[src/design/kmcd_pkg.sv]
`timescale 1ns / 1ps
// ============================================================================
// kmcd_pkg
// Shared types and constants of the key matrix change detector: the scan and
// change payloads and the load word passed to the bit-serial event stage.
// ============================================================================
package kmcd_pkg;

    // Fixed field widths
    localparam int ROW_W   = 3;
    localparam int COL_W   = 8;
    localparam int KEY_W   = 6;

    // One scanned row
    typedef struct packed {
        logic [ROW_W-1:0] row;
        logic [COL_W-1:0] column_bits;
    } scan_item_t;

    // One key change event
    typedef struct packed {
        logic [KEY_W-1:0] key_id;
        logic             pressed;
        logic             last;
    } change_item_t;

    // Work handed to the serializer for one row
    typedef struct packed {
        logic [COL_W-1:0] diff;
        logic [COL_W-1:0] fresh;
        logic [KEY_W-1:0] base;
    } load_t;

endpackage

[src/design/key_matrix_change_detector_top.sv]
`timescale 1ns / 1ps
// ============================================================================
// key_matrix_change_detector_top
// Key matrix change detector: keeps the level of every key and emits one
// event per key whose level changed in a newly scanned row.
// ============================================================================
// Each scan transfer carries one row number and its column levels. The row
// word is compared with the stored levels in the transfer cycle and stored at
// once; the changed columns then leave a shift register one column per
// cycle, lowest column first, except while a changed column waits for a
// stalled output register; each set bit gives one change event, with the
// last event of the row marked. The next row is taken as soon as the shift
// register is empty, while the final event may still wait in the output
// register. An unchanged row, or a row number at or above ROWS, gives no
// event. Column bits at or above COLUMNS are ignored. All keys read as
// released after reset.
// ============================================================================
module key_matrix_change_detector_top
#(
    parameter int ROWS    = 8,
    parameter int COLUMNS = 8
)
(
    input  logic                   clk,
    input  logic                   rst_n,
    input  logic                   scan_valid,
    output logic                   scan_stall,
    input  kmcd_pkg::scan_item_t   scan,
    output logic                   change_valid,
    input  logic                   change_stall,
    output kmcd_pkg::change_item_t change
);
    import kmcd_pkg::*;

    localparam int               SCAN_COLS  = (COLUMNS < COL_W) ? COLUMNS : COL_W;
    localparam int               STORE_ROWS = (ROWS < (1 << ROW_W)) ? ROWS : (1 << ROW_W);
    localparam int               RIDX_W     = (STORE_ROWS > 1) ? $clog2(STORE_ROWS) : 1;
    localparam logic [COL_W-1:0] COL_MASK   = COL_W'((1 << SCAN_COLS) - 1);
    localparam logic [4:0]       ROWS_W     = 5'(ROWS);

    logic [COL_W-1:0] levels_reg [STORE_ROWS];

    logic             busy;
    logic             accept;
    logic             row_ok;
    logic [RIDX_W-1:0] ridx;
    logic [COL_W-1:0] fresh;
    load_t            load;

    assign scan_stall = busy;
    assign accept     = scan_valid && !busy;
    assign row_ok     = ({2'b00, scan.row} < ROWS_W);
    assign ridx       = scan.row[RIDX_W-1:0];
    assign fresh      = scan.column_bits & COL_MASK;

    // Compare against the stored row word
    always_comb
    begin
        load.fresh = fresh;
        load.base  = KEY_W'(scan.row * COLUMNS);
        load.diff  = '0;
        if (row_ok)
        begin
            load.diff = fresh ^ levels_reg[ridx];
        end
    end

    // Key level store, one word per row
    always_ff @(posedge clk or negedge rst_n)
    begin
        if (!rst_n)
        begin
            for (int i = 0; i < STORE_ROWS; i++)
            begin
                levels_reg[i] <= '0;
            end
        end
        else if (accept && row_ok)
        begin
            levels_reg[ridx] <= fresh;
        end
    end

    kmcd_serial u_serial
    (
        .clk          (clk),
        .rst_n        (rst_n),
        .load_valid   (accept),
        .load         (load),
        .busy         (busy),
        .change_valid (change_valid),
        .change_stall (change_stall),
        .change       (change)
    );

endmodule

[src/design/kmcd_serial.sv]
`timescale 1ns / 1ps
// ============================================================================
// kmcd_serial
// Bit-serial event stage: shifts the changed-column mask and the new levels
// out one column per cycle, pausing on a set bit while the output register
// is held full; each set bit places one change event in the output register.
// ============================================================================
module kmcd_serial
(
    input  logic                   clk,
    input  logic                   rst_n,
    input  logic                   load_valid,
    input  kmcd_pkg::load_t        load,
    output logic                   busy,
    output logic                   change_valid,
    input  logic                   change_stall,
    output kmcd_pkg::change_item_t change
);
    import kmcd_pkg::*;

    logic [COL_W-1:0] diff_reg,  diff_next;
    logic [COL_W-1:0] fresh_reg, fresh_next;
    logic [KEY_W-1:0] key_reg,   key_next;
    logic             out_valid_reg, out_valid_next;
    change_item_t     out_reg,   out_next;

    logic slot_free;
    logic emit;
    logic advance;

    // Output slot is free when empty or being taken this cycle
    assign slot_free = !out_valid_reg || !change_stall;
    assign busy      = (diff_reg != '0);
    assign emit      = busy && diff_reg[0] && slot_free;
    assign advance   = busy && (!diff_reg[0] || slot_free);

    // Shift one column per cycle, stall on a set bit while the slot is full
    always_comb
    begin
        diff_next      = diff_reg;
        fresh_next     = fresh_reg;
        key_next       = key_reg;
        out_valid_next = out_valid_reg;
        out_next       = out_reg;
        if (slot_free)
        begin
            out_valid_next = 1'b0;
        end
        if (load_valid)
        begin
            diff_next  = load.diff;
            fresh_next = load.fresh;
            key_next   = load.base;
        end
        else if (advance)
        begin
            diff_next  = diff_reg >> 1;
            fresh_next = fresh_reg >> 1;
            key_next   = key_reg + KEY_W'(1);
        end
        if (emit)
        begin
            out_valid_next   = 1'b1;
            out_next.key_id  = key_reg;
            out_next.pressed = fresh_reg[0];
            out_next.last    = (diff_reg[COL_W-1:1] == '0);
        end
    end

    always_ff @(posedge clk or negedge rst_n)
    begin
        if (!rst_n)
        begin
            diff_reg      <= '0;
            out_valid_reg <= 1'b0;
        end
        else
        begin
            diff_reg      <= diff_next;
            out_valid_reg <= out_valid_next;
        end
    end

    always_ff @(posedge clk)
    begin
        fresh_reg <= fresh_next;
        key_reg   <= key_next;
        out_reg   <= out_next;
    end

    assign change_valid = out_valid_reg;
    assign change       = out_reg;

    // A new row is only loaded once the previous one has drained
    a_load_idle: assert property (@(posedge clk) disable iff (!rst_n)
        load_valid |-> !busy)
        else $error("row loaded while serializer busy");

    // An unchanged row leaves the serializer idle
    a_empty_load: assert property (@(posedge clk) disable iff (!rst_n)
        load_valid && (load.diff == '0) |=> !busy)
        else $error("empty row made serializer busy");

    // A clear column never waits for the output slot
    a_skip_zero: assert property (@(posedge clk) disable iff (!rst_n)
        busy && !diff_reg[0] && !load_valid |=> diff_reg == ($past(diff_reg) >> 1))
        else $error("clear column did not advance");

    // The event marked last is the one emitted with no changes left above
    a_last_drain: assert property (@(posedge clk) disable iff (!rst_n)
        emit && (diff_reg[COL_W-1:1] == '0) |=> !busy && out_reg.last)
        else $error("last event does not end the row");

endmodule
[config.mk]
export PLATFORM = sky130hd
export DESIGN_NAME = key_matrix_change_detector_top
export DESIGN_NICKNAME = d
export VERILOG_FILES = /design/src/design/kmcd_pkg.sv /design/src/design/key_matrix_change_detector_top.sv /design/src/design/kmcd_serial.sv
export SDC_FILE = /design/constraint.sdc
export NUM_CORES = 1
export LEC_CHECK = 0
export BUFFER_PORTS_ARGS = -buffer_cell sky130_fd_sc_hd__buf_2
export CORE_MARGIN = 4
export CORE_UTILIZATION = 55
export CTS_CLUSTER_DIAMETER = 150
export CTS_CLUSTER_SIZE = 28
export DETAILED_ROUTE_END_ITERATION = 10
export PLACE_DENSITY_LB_ADDON = 0.25
export SYNTH_ARGS = -nofsm -noshare
export SYNTH_HDL_FRONTEND = slang
export SYNTH_SLANG_ARGS = --single-unit
[constraint.sdc]
create_clock -name clk -period 2.2 [get_ports clk]
set_input_delay 0.44 -clock clk [delete_from_list [all_inputs] [get_ports clk]]
set_output_delay 0.44 -clock clk [all_outputs]
set_load 0.01 [all_outputs]
==> impl_metrics.py <==
metrics = {
    "pwr": {
        "p_per_area_nw_per_um2": 1250,
        "vdd_drop_max_uv": 565,
        "p_leak_nw": 2.38,
    },
    "timing": {
        "worst_slack_ns": -0.0158,
        "rsz0062_at_grt": "yes",
        "fin_crit_ns": 2.22,
        "finClkSkew_ns": 0.00528,
        "fmaxAchievable_mhz": 451,
        "finalSetupViolations": 1,
        "final.period_utilization_pct": 101,
        "relSlewSlack_pct": 69.4,
        "slew_viol_final": 0,
        "final_hold_viol_count": 0,
        "worst_pin_slew_ns": 0.458,
    },
    "critical_path": {
        "r2r_start": "u_serial.diff_reg[6]",
        "crit_start": "u_serial.diff_reg[6]",
        "path_cells": "or4_4, or3_4, buf_6",
        "crit_type": "reg -> out",
        "critical_path.max_fanout": 2,
        "critPathArrivalTime_ns": 1.78,
        "critPathSlowestCell": "or4_4",
        "endpoint_kind": "output pin",
        "cpPeakStageDelay_ns": 0.55,
        "cp.required_ns": 1.76,
        "startpoint_type": "flip-flop",
    },
    "synth": {
        "synth-async-reset-ratio_pct": 76.8,
        "synth.top_cells.by_count": "73 x dfrtp_1, 46 x mux2_2, 28 x nand2_1",
        "netlist_instances": 299,
        "yosysUniqueCellTypes": 41,
        "ys.warnings.count": 0,
        "netlist_area_sq_um": 4390,
        "synth.most_common_cell": "dfrtp_1",
        "ys_ff_latch": 95,
        "synth_area_leaders": "dfrtp_1 42%, edfxtp_1 13%, mux2_2 12%",
        "yosysTopAreaCell": "dfrtp_1",
        "synthFlopType": "dfrtp_1",
        "yosysTopAreaCellShare_pct": 41.6,
        "synth_edf_count": 19,
        "syn_nets": 315,
        "synth-seq-area-share_pct": 55.9,
        "syn-mean-instance-area_sq_um": 14.7,
    },
    "routing": {
        "drtPass1Iterations": 4,
        "ant_nets": 0,
        "totalWireLength_microns": 8940,
        "drt_iter0_markers": 138,
        "remaining_drc_errors": 0,
        "route.detailed.wl_per_inst_microns": 19.6,
        "vias": 2593,
        "via_per_inst": 5.70,
    },
    "clocking": {
        "clock_latency_ns": 0.35,
        "cts_hold_buffers": 0,
        "cts-root-buf": "clkbuf_8",
        "clkTransAtPathRegs_ns": 0.09,
        "cts_made_buffers": 9,
        "clockBufferDepth": 2,
        "cts_tree": "done",
        "clkSinkCount": 95,
        "ctsHtreeMaxLevel": 3,
    },
    "place": {
        "place_ws_ns": 0.107,
        "dp.cells": 431,
        "gp_congestion": 0.780,
        "dp_hpwl_microns": 5930,
        "io_buffers": 24,
    },
    "status": {
        "status": "finished, violations left",
        "violations": "setup timing",
    },
    "global_routing": {
        "grt.overflow.total": 0,
        "antenna_found_initial": 0,
        "grt_pass1_wl_microns": 14700,
        "grt_pass1_vias": 2828,
        "gr-usage-all-layers_pct": 20.0,
        "grt_max_degree": 74,
    },
    "die": {
        "start_util_pct": 56.6,
        "dieWidth_microns": 97.4,
        "rows": 32,
        "die_h_microns": 97.4,
        "pin_count": 25,
        "dieArea_sq_um": 9480,
        "core_sq_um": 7770,
    },
    "final_layout": {
        "antenna_cells": 0,
        "seq_area_sq_um": 2460,
        "nets": 364,
        "multiInputGateArea_sq_um": 1870,
        "areaGrowthSynthToFinish_pct": 16.6,
        "fillCellCount": 571,
        "drive_above_1_share_pct": 46.2,
        "largest_reg_flops": 64,
        "layout.cells.non_filler": 455,
    },
    "min_path": {
        "hold_class": "in -> async",
    },
    "job": {
        "max_cap_viol_count": 0,
    },
}
[per-stage QoR]
step                total power, mW  hold WS, ns  utilization, %  setup TNS (ns)  instance area, sq um
detailed placement             4.96        0.408            61.9               0                  4810
finish                         6.41       0.0978            66.0         -0.0158                  5120
floorplan                      4.39        0.144               -               0                  4390
global placement               4.86        0.406            61.9               0                  4810
CTS                            6.35       0.0981            65.3         -0.0269                  5070
global route                   6.79        0.118            66.0          -0.393                  5120
[layout by cell type, fill, tap and decap left out, drive strengths merged, types with 2 or more instances in the layout]
master and count:
mux2i 14, mux2 64, and3 2, nor3 3
bufinv 2, o21ai 10, edfxtp 19, mux4 16
xor2 11, nand3 8, nand2 30, nor2 8
dfxtp 3, dfrtp 73, nand3b 2, or3 2
clkbuf 12, nor3b 2, buf 56
[layer usage]
metal | global-route usage (%) | routed length (microns)
met2 | 32.8 | 4480
met3 | 3.88 | 397
met5 | 0 | 0
met4 | 8.73 | 334
met1 | 26.0 | 3730
[logic make-up (layout without fill, tap and decap cells)]
family | count (synthesis) | after routing | synth area share (%)
and+or+nand+nor | 61 | 61 | 7.40
xor gates and xnor gates | 12 | 12 | 2.39
adders and majority gates | 1 | 1 | 0.285
DFF | 95 | 95 | 55.9
muxes | 94 | 94 | 29.2
buffers and inverters | 19 | 73 | 1.88
AOI/OAI and AO/OA | 17 | 17 | 2.96
[power by group]
part | total [mW] | internal [mW] | switching, mW
Sequential | 3.00 | 2.61 | 0.386
Clock | 1.32 | 0.713 | 0.604
Combinational | 2.10 | 1.18 | 0.913
Total | 6.41 | 4.50 | 1.90
[critical path, delay by kind of cell (launching register included)]
kind | cells | cell delay (ns)
flops | 1 | 0.39
simple gates | 2 | 0.90
buf+inv | 1 | 0.13
[layout make-up]
cell class | instances | area share (%)
Timing Repair Buffer | 56 | 8.37
Tap cell | 102 | 2.49
Multi-Input combinational cell | 185 | 36.5
Clock buffer | 12 | 3.05
Clock inverter | 4 | 1.49
Sequential cell | 95 | 48.0
Inverter | 1 | 0.0732
[final timing paths]
check / endpoint / slack (ns) / depth (start not counted)
max: scan_stall / -0.02 / 3
max reg2reg: levels_reg[4] / 0.08 / 8
min reg2reg: u_serial.change[1] / 0.43 / 0
min in group clk: u_serial.change_valid / 0.33 / 2
max in group asynchronous: u_serial.diff_reg[1] / 1.78 / 2
min: levels_reg[12] / 0.1 / 2
[timing repair]
item | 4_1_cts | 5_1_grt
gates resized for setup | 2 | 4
setup endpoints to repair | 1 | 1
setup buffers | 3 | 5
pin swaps | 2 | 2
Note: power is estimated with default switching activity, not from simulation.
